File: config.mk
export PLATFORM = sky130hd
export DESIGN_NAME = qvr_cfg
export DESIGN_NICKNAME = d
export VERILOG_FILES = /design/src/rtl/qvr_pkg.sv /design/src/rtl/qvr_cfg.sv
export SDC_FILE = /design/constraint.sdc
export NUM_CORES = 1
export LEC_CHECK = 0
export BUFFER_PORTS_ARGS = -buffer_cell sky130_fd_sc_hd__buf_2
export CORE_AREA = 2 2 69 78
export CTS_BUF_LIST = sky130_fd_sc_hd__clkbuf_2
export CTS_CLUSTER_DIAMETER = 40
export CTS_CLUSTER_SIZE = 10
export DETAILED_ROUTE_END_ITERATION = 7
export DIE_AREA = 0 0 71 80
export PLACE_DENSITY = 0.8
export REMOVE_ABC_BUFFERS = 1
export SLEW_MARGIN = 30
export SYNTH_ARGS = -nofsm -noshare
export SYNTH_HDL_FRONTEND = slang
export SYNTH_SLANG_ARGS = --single-unit
File: constraint.sdc
create_clock -name clk -period 0.95 [get_ports clk]
set_input_delay 0.19 -clock clk [delete_from_list [all_inputs] [get_ports clk]]
set_output_delay 0.19 -clock clk [all_outputs]
set_load 0.03 [all_outputs]
File: src/rtl/qvr_pkg.sv
// shared types, widths and arithmetic helpers for the quaternion vector rotator
`default_nettype none

package qvr_pkg;

    localparam int Q_W    = 16;              // quaternion component, Q2.14
    localparam int V_W    = 24;              // vector coordinate
    localparam int PV_W   = Q_W + V_W;       // q * v product
    localparam int P_W    = PV_W + 2;        // sum of three q * v products
    localparam int PQ_W   = P_W + Q_W;       // p * q product
    localparam int ACC_W  = PQ_W + 3;        // sum of four products plus rounding
    localparam int SHIFT  = 28;
    localparam int SH_W   = ACC_W - SHIFT;   // accumulator after the scale shift
    localparam int DATA_W = 3 * V_W;
    localparam int IDX_W  = 2;

    localparam logic signed [ACC_W-1:0] ROUND_BIAS = ACC_W'(2 ** (SHIFT - 1));
    localparam logic signed [V_W-1:0]   V_MAX      = {1'b0, {(V_W - 1){1'b1}}};
    localparam logic signed [V_W-1:0]   V_MIN      = {1'b1, {(V_W - 1){1'b0}}};
    localparam logic signed [Q_W-1:0]   QUAT_W_RST = Q_W'(16384);

    typedef enum logic [IDX_W-1:0] {
        REG_QUAT_X = 2'd0,
        REG_QUAT_Y = 2'd1,
        REG_QUAT_Z = 2'd2,
        REG_QUAT_W = 2'd3
    } cfg_reg_t;

    typedef struct packed {
        logic signed [Q_W-1:0] w;
        logic signed [Q_W-1:0] z;
        logic signed [Q_W-1:0] y;
        logic signed [Q_W-1:0] x;
    } quat_t;

    // x in the lowest bits, matching the stream packing
    typedef struct packed {
        logic signed [V_W-1:0] z;
        logic signed [V_W-1:0] y;
        logic signed [V_W-1:0] x;
    } vec_t;

    typedef struct packed {
        logic signed [P_W-1:0] w;
        logic signed [P_W-1:0] z;
        logic signed [P_W-1:0] y;
        logic signed [P_W-1:0] x;
    } pquat_t;

    typedef struct packed {
        logic signed [SH_W-1:0] z;
        logic signed [SH_W-1:0] y;
        logic signed [SH_W-1:0] x;
    } shvec_t;

    // load enables for the two register stages of one unit
    typedef struct packed {
        logic en_a;
        logic en_b;
    } stg_ctl_t;

    function automatic logic signed [PV_W-1:0] mul_qv(
        input logic signed [Q_W-1:0] a,
        input logic signed [V_W-1:0] b
    );
        return PV_W'(a) * PV_W'(b);
    endfunction

    function automatic logic signed [PQ_W-1:0] mul_pq(
        input logic signed [P_W-1:0] a,
        input logic signed [Q_W-1:0] b
    );
        return PQ_W'(a) * PQ_W'(b);
    endfunction

endpackage

`default_nettype wire

File: src/rtl/qvr_cfg.sv
// rotation quaternion register file
`default_nettype none

module qvr_cfg (
    input  wire logic                      clk,
    input  wire logic                      rst_n,
    input  wire logic                      cfg_valid,
    output logic                           cfg_ready,
    input  wire logic [qvr_pkg::IDX_W-1:0] cfg_index,
    input  wire logic [qvr_pkg::Q_W-1:0]   cfg_data,
    output qvr_pkg::quat_t                 quat
);

    qvr_pkg::quat_t   quat_reg;
    qvr_pkg::quat_t   quat_next;
    qvr_pkg::cfg_reg_t idx;

    assign cfg_ready = 1'b1;
    assign idx       = qvr_pkg::cfg_reg_t'(cfg_index);

    always_comb
    begin
        quat_next = quat_reg;
        if (cfg_valid)
        begin
            unique case (idx)
                qvr_pkg::REG_QUAT_X: quat_next.x = cfg_data;
                qvr_pkg::REG_QUAT_Y: quat_next.y = cfg_data;
                qvr_pkg::REG_QUAT_Z: quat_next.z = cfg_data;
                qvr_pkg::REG_QUAT_W: quat_next.w = cfg_data;
                default:             quat_next   = quat_reg;
            endcase
        end
    end

    always_ff @(posedge clk or negedge rst_n)
    begin
        if (!rst_n)
        begin
            quat_reg.x <= '0;
            quat_reg.y <= '0;
            quat_reg.z <= '0;
            quat_reg.w <= qvr_pkg::QUAT_W_RST;
        end
        else
        begin
            quat_reg <= quat_next;
        end
    end

    assign quat = quat_reg;

endmodule

`default_nettype wire

==> run_results.csv <==
group,metric,value,unit
routing,drtIter0Drc,73,
place,io_buffer_count,84,
timing,finalCriticalPeriod,1.376,ns
power,power.total,8.549,mW
synth,synth_cells,138,
setup_path,crit_required,0.76,ns
setup_path,crit_family,"flip-flops",
setup_path,crit_type,"register to output port",
layout,multi_input_area,775.7,sq um
timing,hold_viol_final,0,
synth,yosysUniqueCellTypes,11,
floorplan,start_util,49.48,%
place,dp_hpwl,3.351,mm
status,status,"complete, but fails checks",
run,max-cap-violations,0,
setup_path,endpoint_kind,"output port",
routing,drt-total-wl,6.286,mm
grt,grt_pass1_vias,1801,
clocking,clk_path_buf_depth,2,
synth,syn_area,0.002424,sq mm
synth,synth.mux.area_fraction,29.74,%
power,pwr-share-clk,18.6,%
layout,fill_cells,266,
timing,post-route-period-util,144.9,%
timing,finalWorstSetupSlack,-0.4261,ns
layout,antennaDiodeCount,0,
layout,ff_latch_area,0.001603,sq mm
synth,synthAdderAreaFrac,0,%
timing,timing.hold.ws,0.07109,ns
routing,drc,0,
layout,layout-drive-gt1-share,69.60,%
grt,overflow,0,
setup_path,max_stage_delay,0.57,ns
floorplan,dieWidth,71,microns
routing,vias_per_cell,5.193,
grt,grt_max_degree,34,
grt,antenna_found_initial,0,
synth,ys_seq_elements,64,
synth,syn_area_per_cell,17.56,sq um
setup_path,cp.arrival,1.19,ns
power,power_density,2252,mW/mm^2
layout,largest_reg_flops,64,
clocking,cts_made_buffers,9,
power,total_leakage_power,1.797,nW
power,p_int,5.491,mW
setup_path,slowest_stage,"dfstp_2",
floorplan,placeableCoreArea,0.004898,sq mm
timing,skew,0,ns
synth,synth_top_family_by_area,"multiplexers",
clocking,clock-sinks,64,
synth,synth_compound_area_share,0,%
clocking,htreeDepth,3,
clocking,cts_tree,"built",
worst_hold_path,hold_path_class,"input pin to async pin",
layout,area_growth,56.63,%
routing,ant_nets,0,
floorplan,die_h,80,microns
grt,grt_usage,23.09,%
timing,tns,-20.44,ns
synth,synth_seq_area_share,66.13,%
floorplan,ios,86,
timing,slew_viol_final,0,
layout,final_common_cell,"buf_6",
routing,drt-pass1-iter-count,4,
clocking,clk_latency,0.51,ns
clocking,path_clk_slew,0.19,ns
grt,grt_pass1_wl,9.604,mm
timing,rsz0062_at_grt,"yes",
floorplan,rows,27,
layout,final_cell_mix,"65 x buf_6, 64 x mux2_2, 63 x dfrtp_1",
power,swShare,35.77,%
place,place_congestion,0.7970,
setup_path,cp_num_buf_inv,1,
place,place_ws,-0.2767,ns
synth,yosys_warnings,0,
power,p_comb_share,38.7,%
timing,fmax,726.7,MHz
clocking,cts_root_buf,"clkbuf_2",
layout,fin_nets,289,
synth,synth-simple-area-share,2.117,%
floorplan,dieArea,0.005680,sq mm
routing,post_drt_wl_per_cell,18.99,microns
setup_path,startpoint_type,"register",
status,violations,"negative setup slack",
setup_path,cp_cell_sequence,"buf_6",
timing,setup_viol,65,
power,share_seq_of_total_power,42.7,%
routing,vias,1719,
setup_path,crit_fanout,2,
synth,synthXorXnorAreaFrac,0,%
power,ir_drop,1499,uV
power,p_switching,3.058,mW
-- per-layer routing --
layer  vias up  share of wire, %  global-route usage (%)
met3        12               5.9                   8.333
li1        759                 -                       -
met4         0               2.2                   7.358
met1       871                38                   25.69
met2        77                54                   41.03
met5         -                 0                       0
-- synthesized netlist by cell type, drive strengths merged --
| cell type | n | area share, % |
|---|---|---|
| dfrtp | 63 | 65 |
| nand3 | 1 | 0.41 |
| clkbuf | 1 | 0.57 |
| nor3b | 1 | 0.77 |
| dfstp | 1 | 1.1 |
| mux2 | 64 | 30 |
| nand3b | 2 | 0.93 |
| buf | 4 | 1.3 |
| conb | 1 | 0.15 |
-- worst paths after layout --
kind / start / to / slack [ns] / depth (start not counted)
max reg2reg: quat[57] / quat[57] / -0.09 / 3
max in group asynchronous: rst_n / quat[4] / 0.36 / 3
min reg2reg: quat[36] / quat[36] / 0.55 / 1
max: quat[62] / quat[62] / -0.43 / 1
min in group clk: cfg_valid / quat[57] / 0.23 / 4
min: rst_n / quat[2] / 0.07 / 2
-- final cells by class --
| class | count | share of cell area [%] |
|---|---|---|
| timing repair buffer | 124 | 32.73 |
| sequential | 64 | 42.22 |
| clock inverter | 5 | 1.252 |
| tap | 58 | 1.912 |
| multi-input combinational | 69 | 20.44 |
| clock buffer | 11 | 1.450 |
-- kinds of logic after synthesis --
group         after synthesis
simple gates                4
buf+inv                     5
other cells                 1
mux                        64
flops                      64
-- power groups by stage --
stage	Combinational, mW	Sequential (mW)	Clock, mW
floorplan	0.513	4.59	0
global placement	2.37	3.53	0
detailed placement	2.41	3.54	0
CTS	3.17	3.61	1.59
global route	3.43	3.71	1.74
finish	3.31	3.65	1.59
-- through the flow --
step	cell area (sq um)	util [%]	std cells
floorplan	2379	-	133
global placement	2999	61.23	282
detailed placement	2999	61.23	282
CTS	3732	76.19	323
global route	3796	77.50	331
finish	3796	77.50	331
-- repair_timing --
item                                   CTS  global route
setup endpoints to repair               64            66
endpoints found under the hold margin  128             0
gates resized for setup                128             1
setup buffers                            8             8
hold buffers                            17             0
Power figures use the tool's default switching activity.
