`src/rtl/qvr_pkg.sv`:
```
// shared types, widths and arithmetic helpers for the quaternion vector rotator
`default_nettype none

package qvr_pkg;

    localparam int Q_W    = 16;              // quaternion component, Q2.14
    localparam int V_W    = 24;              // vector coordinate
    localparam int PV_W   = Q_W + V_W;       // q * v product
    localparam int P_W    = PV_W + 2;        // sum of three q * v products
    localparam int PQ_W   = P_W + Q_W;       // p * q product
    localparam int ACC_W  = PQ_W + 3;        // sum of four products plus rounding
    localparam int SHIFT  = 28;
    localparam int SH_W   = ACC_W - SHIFT;   // accumulator after the scale shift
    localparam int DATA_W = 3 * V_W;
    localparam int IDX_W  = 2;

    localparam logic signed [ACC_W-1:0] ROUND_BIAS = ACC_W'(2 ** (SHIFT - 1));
    localparam logic signed [V_W-1:0]   V_MAX      = {1'b0, {(V_W - 1){1'b1}}};
    localparam logic signed [V_W-1:0]   V_MIN      = {1'b1, {(V_W - 1){1'b0}}};
    localparam logic signed [Q_W-1:0]   QUAT_W_RST = Q_W'(16384);

    typedef enum logic [IDX_W-1:0] {
        REG_QUAT_X = 2'd0,
        REG_QUAT_Y = 2'd1,
        REG_QUAT_Z = 2'd2,
        REG_QUAT_W = 2'd3
    } cfg_reg_t;

    typedef struct packed {
        logic signed [Q_W-1:0] w;
        logic signed [Q_W-1:0] z;
        logic signed [Q_W-1:0] y;
        logic signed [Q_W-1:0] x;
    } quat_t;

    // x in the lowest bits, matching the stream packing
    typedef struct packed {
        logic signed [V_W-1:0] z;
        logic signed [V_W-1:0] y;
        logic signed [V_W-1:0] x;
    } vec_t;

    typedef struct packed {
        logic signed [P_W-1:0] w;
        logic signed [P_W-1:0] z;
        logic signed [P_W-1:0] y;
        logic signed [P_W-1:0] x;
    } pquat_t;

    typedef struct packed {
        logic signed [SH_W-1:0] z;
        logic signed [SH_W-1:0] y;
        logic signed [SH_W-1:0] x;
    } shvec_t;

    // load enables for the two register stages of one unit
    typedef struct packed {
        logic en_a;
        logic en_b;
    } stg_ctl_t;

    function automatic logic signed [PV_W-1:0] mul_qv(
        input logic signed [Q_W-1:0] a,
        input logic signed [V_W-1:0] b
    );
        return PV_W'(a) * PV_W'(b);
    endfunction

    function automatic logic signed [PQ_W-1:0] mul_pq(
        input logic signed [P_W-1:0] a,
        input logic signed [Q_W-1:0] b
    );
        return PQ_W'(a) * PQ_W'(b);
    endfunction

endpackage

`default_nettype wire

```
`src/rtl/qvr_sat.sv`:
```
// saturation to the coordinate width and the output register
`default_nettype none

module qvr_sat (
    input  wire logic             clk,
    input  wire logic             en,
    input  wire qvr_pkg::shvec_t  scaled,
    output qvr_pkg::vec_t         rot,
    output logic                  clipped
);

    localparam logic signed [qvr_pkg::SH_W-1:0] HI = qvr_pkg::SH_W'(qvr_pkg::V_MAX);
    localparam logic signed [qvr_pkg::SH_W-1:0] LO = qvr_pkg::SH_W'(qvr_pkg::V_MIN);

    qvr_pkg::vec_t rot_reg;
    qvr_pkg::vec_t rot_next;
    logic          clip_reg;
    logic          clip_next;
    logic [2:0]    hi_x;
    logic [2:0]    lo_x;

    always_comb
    begin
        hi_x = {scaled.z > HI, scaled.y > HI, scaled.x > HI};
        lo_x = {scaled.z < LO, scaled.y < LO, scaled.x < LO};

        rot_next.x = hi_x[0] ? qvr_pkg::V_MAX :
                     lo_x[0] ? qvr_pkg::V_MIN : scaled.x[qvr_pkg::V_W-1:0];
        rot_next.y = hi_x[1] ? qvr_pkg::V_MAX :
                     lo_x[1] ? qvr_pkg::V_MIN : scaled.y[qvr_pkg::V_W-1:0];
        rot_next.z = hi_x[2] ? qvr_pkg::V_MAX :
                     lo_x[2] ? qvr_pkg::V_MIN : scaled.z[qvr_pkg::V_W-1:0];
        clip_next  = |{hi_x, lo_x};
    end

    always_ff @(posedge clk)
    begin
        if (en)
        begin
            rot_reg  <= rot_next;
            clip_reg <= clip_next;
        end
    end

    assign rot     = rot_reg;
    assign clipped = clip_reg;

endmodule

`default_nettype wire

```
`config.mk`:
```
export PLATFORM = sky130hd
export DESIGN_NAME = qvr_sat
export DESIGN_NICKNAME = d
export VERILOG_FILES = /design/src/rtl/qvr_pkg.sv /design/src/rtl/qvr_sat.sv
export SDC_FILE = /design/constraint.sdc
export NUM_CORES = 1
export LEC_CHECK = 0
export BUFFER_PORTS_ARGS = -buffer_cell sky130_fd_sc_hd__buf_4
export CAP_MARGIN = 20
export CORE_ASPECT_RATIO = 1.2
export CORE_MARGIN = 4
export CORE_UTILIZATION = 47
export CTS_CLUSTER_SIZE = 12
export DETAILED_ROUTE_END_ITERATION = 6
export PLACE_DENSITY = 0.93
export REMOVE_ABC_BUFFERS = 1
export SYNTH_ARGS = -nofsm -noshare
export SYNTH_HDL_FRONTEND = slang
export SYNTH_SLANG_ARGS = --single-unit
```
`constraint.sdc`:
```
create_clock -name clk -period 2 [get_ports clk]
set_input_delay 0.1 -clock clk [delete_from_list [all_inputs] [get_ports clk]]
set_output_delay 0.1 -clock clk [all_outputs]
set_load 0.01 [all_outputs]
```
==> metrics.txt, run 1 <==
Residual DRC 0; placed cells between 400 and 500; number of I/O port buffers 173; post-synth cell types 17; CP arrival about 1.6 ns; Synth top area share 0.731; CORE AREA 0.00613 mm²; RSZ-0062 raised after global routing no; hpwl dp 5810 µm; buffers and inverters on the worst path 2; endpoint type of the worst setup path flop; die area 0.00773 mm²; max FFs per register 72; cell family with most CP delay compound AO/OA/AOI/OAI gates; Worst Path Required 2.04 ns; maximum vdd drop between 0.6 and 0.7 mV; cells after synthesis 230; Final setup viols 0; largest area contributor in the netlist edfxtp_1; top cells by area, synth edfxtp_1, nor2_1, o21a_1, buf_6, a31oi_2; Antenna diodes 0; number of CTS-inserted buffers 9; Slew Viols, Final 0; cells along the critical path dlygate4sd3_1, buf_4, o31a_1, nor2_1; Hold Slack 0.0486 ns; CTS tree yes; endpoints failing hold 0; synthesized cell area 0.00300 mm²; status finished, final reports clean; Clock Sinks 73; relative slew slack 0.401; H-Tree Depth 3; wire per inst roughly 16 µm; worst slew pin tran 0.898 ns; Crit Path Category primary input to flop; layout net count between 500 and 600; GRT Util Overall 0.196; Synth async-reset ratio 0; Leak between 1.5 and 2 nW; CP max FO 24; min Tclk post-route 1.58 ns; mean post-synth cell area 13.0 µm²; Initial Util 0.490; count leader, synth nor2_1; Via density 4.94; Die H 95.5 µm; startpoint types primary input; CTS clk-pin slew, worst paths 0.08 ns; fin crit share 0.790; fmax 0.633 GHz; Yosys reg bits 73; Root Buffer clkbuf_8; via count between 2000 and 2500; Setup TNS 0 ns; Syn-to-layout area delta 52.8%; Synth warnings 0; first-pass GRT wire length 11300 µm; max cap viols 0; Pwr Density 777 mW/mm²; initial antenna violation count 0; CTS max path bufs 2; slowest CP cell o31a_1; post-route cell area 0.00459 mm²; Non-Filler Instances 495; gp weighted congestion between 0.7 and 0.8; initial drt markers 158; Final ANT Viol Nets 0; drt pass-1 iters 4; EDFF count, synth 73; post-CTS repair timing setup buffer count 0; row count 31; sequential area share after synthesis 0.731; largest net degree at the start of global routing 50; Commonest cells post-synth nor2_1, edfxtp_1, o21a_1, clkbuf_1; post-cts repair resize count 0; placed cell areas 0.00435 mm²; CP peak stage delay 0.72 ns; Most used DFF post-synth edfxtp_1; final WL 7830 µm; Ports between 150 and 200; vias in the first global route approximately 2500; cts hold-fix bufs 3; share of cells above drive strength 1 0.484; HP Class primary input to flop; Die W 80.9 µm; gr ovfl total 0
cell families (layout without fill, tap and decap cells):
group / count (synthesis) / after routing / share of synthesized area
AOI/OAI and AO/OA: 29 / 29 / 0.0830
buffers and inverters: 16 / 199 / 0.0334
DFF: 73 / 73 / 0.731
and+or+nand+nor: 112 / 112 / 0.153
cell type report:
class                   count  area [µm²]
clock buffers               9         124
repair buffers            182        1390
clock inverters             7        61.3
flip-flops and latches     73        2190
inverters                   1        3.75
fillers                   402        1540
well taps                  82         103
multi-input cells         141         708
metal layers:
metal	GRT usage	part of all wire
met5	0	0
met4	0.108	0.038
met3	0.0548	0.084
met2	0.368	0.55
met1	0.189	0.32
metrics by stage:
| stage | setup slack, ns | util | power [mW] |
|---|---|---|---|
| after global routing | 0.311 | 0.748 | 3.72 |
| final | 0.421 | 0.748 | 3.56 |
| after floorplan | 0.582 | - | 2.08 |
| after detailed placement | 0.308 | 0.709 | 2.51 |
| after CTS | 0.277 | 0.745 | 3.59 |
| after global placement | 0.390 | 0.709 | 2.49 |
power breakdown:
part	leakage, nW	switching (mW)	internal (mW)
registers	0.710	0.0348	1.83
logic	1.15	0.276	0.336
clock network	0.0962	0.522	0.563
total	1.95	0.832	2.73
placed cells by master (no fill, tap or decap), drive strengths merged:
cell,instances
dlygate4sd3,3
o31ai,1
o31a,2
nand2,3
nor3,3
nand3,4
clkbuf,9
nor2,95
o21a,23
buf,179
clkinvlp,1
a31oi,3
clkinv,5
nor4,4
nand4,3
bufinv,1
edfxtp,73
inv,1
final timing paths:
kind	startpoint	endpoint	cells past startpoint
worst max-delay path	scaled[98]	rot[64]$_SDFFCE_PN1P_	4
worst min-delay path	scaled[50]	rot[41]$_SDFFCE_PN1P_	2
No activity file was read; power rests on OpenSTA's default activity.
==> run 2, diff against run 1 <==
CORE_UTILIZATION = 44   (was 47)
PLACE_DENSITY = 0.88   (was 0.93)
clock period = 1.5 ns   (was 2 ns; I/O delays follow)
==> metrics.txt, run 2 (synthesis gave the netlist of run 1 again) <==
status finished, final reports clean; post-CTS repair timing setup buffer count 0 (unchanged); cell family with most CP delay buffers and inverters; CTS clk-pin slew, worst paths 0.08 ns (about the same); Hold Crit Start scaled[18]; wire per inst 15.7 µm (-0.79%); Leak 1.97 nW (+0.94%); CP max FO 11 (-54%); Via density 4.92 (-0.43%); vias in the first global route 2494 (+1.6%); Root Buffer clkbuf_8; Pwr Density 1030 mW/mm² (+32%); GRT Util Overall 0.192 (-0.00411); cts hold-fix bufs 3 (unchanged); Fillers 467 (+16%); Initial Util 0.460 (-0.0298); cells along the critical path dlygate4sd3_1, buf_4, a31oi_2, buf_4, nor2_1, nor2_1; post-cts repair resize count 0 (unchanged); fmax between 0.7 and 0.8 GHz; startpoint types primary input; sequential fraction of design power 0.526 (+0.002); min Tclk post-route 1.39 ns; CORE AREA 0.00653 mm² (+6.5%); buffers and inverters on the worst path 3 (+1); fin crit share 0.929; H-Tree Depth 3 (unchanged); maximum vdd drop 0.618 mV (-3.6%); CP peak stage delay 0.54 ns (-0.18 ns); row count 32 (+3.2%); Ports 174 (unchanged); first-pass GRT wire length 12200 µm (+8.6%); die area 0.00821 mm² (+6.2%); drt pass-1 iters 7 (+3); Sw Share 0.231 (-0.00268); layout net count 513 (+0.79%); most frequent cells in the layout buf_4, nor2_1, edfxtp_1, o21a_1, clkbuf_8; critical path startpoint scaled[98]; Non-Filler Instances 502 (+1.4%); worst slew pin tran 0.474 ns (-0.424 ns); CTS tree yes; clock network power share 0.301 (-0.003); gp weighted congestion 0.788 (+2.3%); gr ovfl total 0 (unchanged); Comb power frac 0.173 (about the same); P_sw 1.10 mW (+32%); multi-input logic area 708 µm² (unchanged); Residual DRC 0 (unchanged); Clock Sinks 73 (unchanged); max cap viols 0 (unchanged); Final ANT Viol Nets 0 (unchanged); slowest CP cell dlygate4sd3_1; hpwl dp 6010 µm (+3.5%); Final setup viols 0 (unchanged); Hold Path End rot[18]$_SDFFCE_PN1P_; CP arrival 1.58 ns (-0.04 ns); Setup TNS 0 ns (unchanged); HP Class primary input to flop; initial antenna violation count 0 (unchanged); RSZ-0062 raised after global routing no; CTS max path bufs 2 (unchanged); Syn-to-layout area delta 53.7%; Slew Viols, Final 0 (unchanged); number of CTS-inserted buffers 9 (unchanged); relative slew slack 0.683 (+0.282); Worst Path Required 1.69 ns (-0.35 ns); number of I/O port buffers 173 (unchanged); sequential cell area 0.00219 mm² (unchanged); Die W 83.4 µm (+3.0%); final WL 7870 µm (+0.61%); internal power 3.65 mW (+34%); endpoints failing hold 0 (unchanged); hold path depth 3 (+1); Antenna diodes 0 (unchanged); commonest non-fill, non-tap cell in the layout buf_4; Crit Path Category primary input to flop; placed cells 483 (+1.9%); max FFs per register 72 (unchanged); Die H 98.5 µm (+3.1%); initial drt markers 136 (-14%); via count 2470 (+0.98%); largest net degree at the start of global routing 74 (+48%); share of cells above drive strength 1 0.487 (+0.00255); endpoint type of the worst setup path flop
[run 2: changes by cell type in the layout (fill, tap and decap cells not counted)]
cell        before  now
buf_4          176  182
buf_6            2    0
clkinv_1         1    2
clkinv_2         4    3
clkinv_4         0    1
clkinvlp_4       1    0
[run 2: metal layers]
metal | global-route usage | up-vias | routed length (µm)
li1 | - | 1174 | -
met1 | 0.196 | 1139 | 2660
met2 | 0.354 | 130 | 4360
met3 | 0.0518 | 27 | 572
met4 | 0.103 | 0 | 279
met5 | 0 | - | 0
[run 2: worst max path at each step]
stage               cells after the start  slack (ns)                     to
detailed placement                      6       0.008  rot[56]$_SDFFCE_PN1P_
global route                            6        0.02  rot[60]$_SDFFCE_PN1P_
CTS                                     6        0.11  rot[58]$_SDFFCE_PN1P_
global placement                        6        0.08  rot[68]$_SDFFCE_PN1P_
finish                                  6        0.11  rot[58]$_SDFFCE_PN1P_
floorplan                               4        0.11      clipped$_DFFE_PP_
[run 2: through the flow]
stage	setup slack [ns]	util	power [mW]	hold slack [ns]	area, µm²
3_3_place_gp	0.0840	0.674	3.33	0.280	4400
2_1_floorplan	0.107	-	2.78	0.174	2900
3_5_place_dp	0.00789	0.674	3.36	0.284	4400
4_1_cts	0.113	0.707	4.79	0.0155	4610
5_1_grt	0.0222	0.707	4.97	0.0121	4610
6_report	0.107	0.707	4.74	0.0307	4610
[run 2: area by class of cell]
type / count / area share
clock buffer: 9 / 0.0269
clock inverter: 7 / 0.0133
inverter: 1 / 0.000814
multi-input combinational: 141 / 0.154
sequential: 73 / 0.475
tap: 85 / 0.0231
timing repair buffer: 186 / 0.307
[run 2: power by group through the flow]
stage                     sequential [mW]  clock (mW)  combinational [mW]
final                                2.49        1.43               0.821
after floorplan                      2.63           0               0.150
after CTS                            2.50        1.46               0.829
after global placement               2.53           0               0.799
after detailed placement             2.54           0               0.822
after global routing                 2.51        1.57               0.882
[run 2: tightest hold or removal path: stages]
cell and delay [ns]:
buf_4 0.08, nor2_1 0.03, nor2_1 0.07
==> run 3, diff against run 2 <==
CORE_UTILIZATION = 39   (was 44)
PLACE_DENSITY = 0.83   (was 0.88)
clock period = 1.1 ns   (was 1.5 ns; I/O delays follow)
==> metrics.txt, run 3 (synthesis gave the netlist of run 1 again) <==
status finished, final reports clean; endpoints failing hold 0 (unchanged); Ports 174 (unchanged); Clock Sinks 73 (unchanged); CORE AREA 0.00736 mm² (+13%); Residual DRC 0 (unchanged); CP dominant cell by count buf_4; GRT Util Overall 0.187 (-0.00530); CP Capture Point rot[67]$_SDFFCE_PN1P_; placed cells 489 (+1.2%); post-route cell area 0.00500 mm² (+8.4%); CP arrival 1.07 ns (-0.51 ns); hold path depth 3 (unchanged); endpoint type of the worst setup path flop; Final setup viols 0 (unchanged); maximum vdd drop 0.923 mV (+49%); CTS max path bufs 2 (unchanged); Initial Util 0.408 (-0.0521); final WL 8650 µm (+9.9%); largest net degree at the start of global routing 38 (-49%); via count 2605 (+5.5%); number of I/O port buffers 173 (unchanged); HP Class primary input to flop; CP Depth 7 (+1); CTS tree yes; CP max FO 4 (-7); fmax between 1 and 1.5 GHz; placed cell areas 0.00442 mm² (+0.60%); cells along the critical path buf_4, nor4_2, a31oi_2, buf_4, buf_4, nor2_1, nor2_1; initial drt markers 106 (-22%); Crit Path Category primary input to flop; relative slew slack 0.772 (+0.0892); number of CTS-inserted buffers 9 (unchanged); Slew Viols, Final 0 (unchanged); fin crit share 0.900; startpoint types primary input; Die H 104 µm (+5.7%); drt pass-1 iters 4 (-3); wire per inst 16.1 µm (+2.5%); Antenna diodes 0 (unchanged); Final ANT Viol Nets 0 (unchanged); Syn-to-layout area delta 66.6%; min Tclk post-route 0.990 ns; Setup TNS 0 ns (unchanged); max cap viols 0 (unchanged); share of cells above drive strength 1 0.462 (-0.0248); Leak 2.12 nW (+7.9%); RSZ-0062 raised after global routing no; layout net count 544 (+6.0%); CTS clk-pin slew, worst paths 0.08 ns (about the same); hpwl dp 6230 µm (+3.6%); slowest CP cell nor4_2; row count 34 (+6.3%); worst slew pin tran 0.339 ns (-0.135 ns); buffers and inverters on the worst path 3 (unchanged); critical path startpoint scaled[94]; initial antenna violation count 0 (unchanged); CP peak stage delay 0.30 ns (-0.24 ns); Via density 4.84 (-1.6%); power consumption 7.14 mW (+51%); vias in the first global route 2738 (+9.8%); Pwr Density 1430 mW/mm² (+39%); Worst Path Required 1.18 ns (-0.51 ns); max FFs per register 72 (unchanged); Non-Filler Instances 538 (+7.2%); most frequent cells in the layout buf_4, nor2_1, edfxtp_1, dlygate4sd3_1, o21a_1; die area 0.00917 mm² (+12%); Root Buffer clkbuf_8; first-pass GRT wire length 13000 µm (+6.6%); gr ovfl total 0 (unchanged); commonest non-fill, non-tap cell in the layout buf_4; gp weighted congestion 0.780 (-1.1%); Die W 88.1 µm (+5.6%); cell family with most CP delay buffers and inverters; H-Tree Depth 3 (unchanged)
run 3: cell count changes in the layout (fill, tap and decap cells not counted), sizes merged:
cell / delta
clkinvlp: +1
dlygate4sd3: +29
clkinv: -3
bufinv: +2
buf: +2
run 3: metal layers:
layer / track usage / up-vias / wire length (µm)
met4: 0.0648 / 0 / 189
met5: 0 / - / 0
met1: 0.182 / 1227 / 2880
met2: 0.356 / 123 / 4810
li1: - / 1240 / -
met3: 0.0586 / 15 / 775
run 3: per-stage QoR:
step | setup slack, ns | hold slack, ns | util
5_1_grt | 0.0571 | 0.00203 | 0.679
4_1_cts | 0.0518 | 0.000304 | 0.679
6_report | 0.110 | 0.0129 | 0.679
3_5_place_dp | -0.390 | 0.264 | 0.601
3_3_place_gp | -0.288 | 0.257 | 0.601
2_1_floorplan | -0.273 | 0.154 | -
run 3: repair_timing:
item                                    in CTS  in global routing
gates resized for setup                      0                  1
hold buffers                                32                  0
endpoints found under the hold margin       32                  0
buffers inserted                             1                  0
pin swaps                                    1                  0
endpoints found under the setup margin       4                  1
run 3: how the worst min path moves through the flow:
stage                          start                     to  slack (ns)
after floorplan           scaled[32]  rot[23]$_SDFFCE_PN0P_        0.15
after global placement    scaled[98]  rot[71]$_SDFFCE_PN0P_        0.26
after detailed placement  scaled[32]  rot[23]$_SDFFCE_PN0P_        0.26
after CTS                 scaled[42]  rot[33]$_SDFFCE_PN1P_      0.0003
after global routing      scaled[42]  rot[33]$_SDFFCE_PN1P_       0.002
final                     scaled[80]  rot[62]$_SDFFCE_PN1P_        0.01
run 3: cell type report:
type                            count  area (µm²)
Timing Repair Buffer              217        1730
Sequential cell                    73        2190
Multi-Input combinational cell    141         714
Clock buffer                        9         124
Tap cell                           90         113
Clock inverter                      7         119
Inverter                            1        3.75
Fill cell                         548        2360
run 3: where the power goes:
| group | leakage (nW) | internal (mW) | switching [mW] | total (mW) |
|---|---|---|---|---|
| Clock | 0.117 | 1.51 | 1.01 | 2.52 |
| Combinational | 1.30 | 0.695 | 0.529 | 1.22 |
| Sequential | 0.710 | 3.33 | 0.0691 | 3.40 |
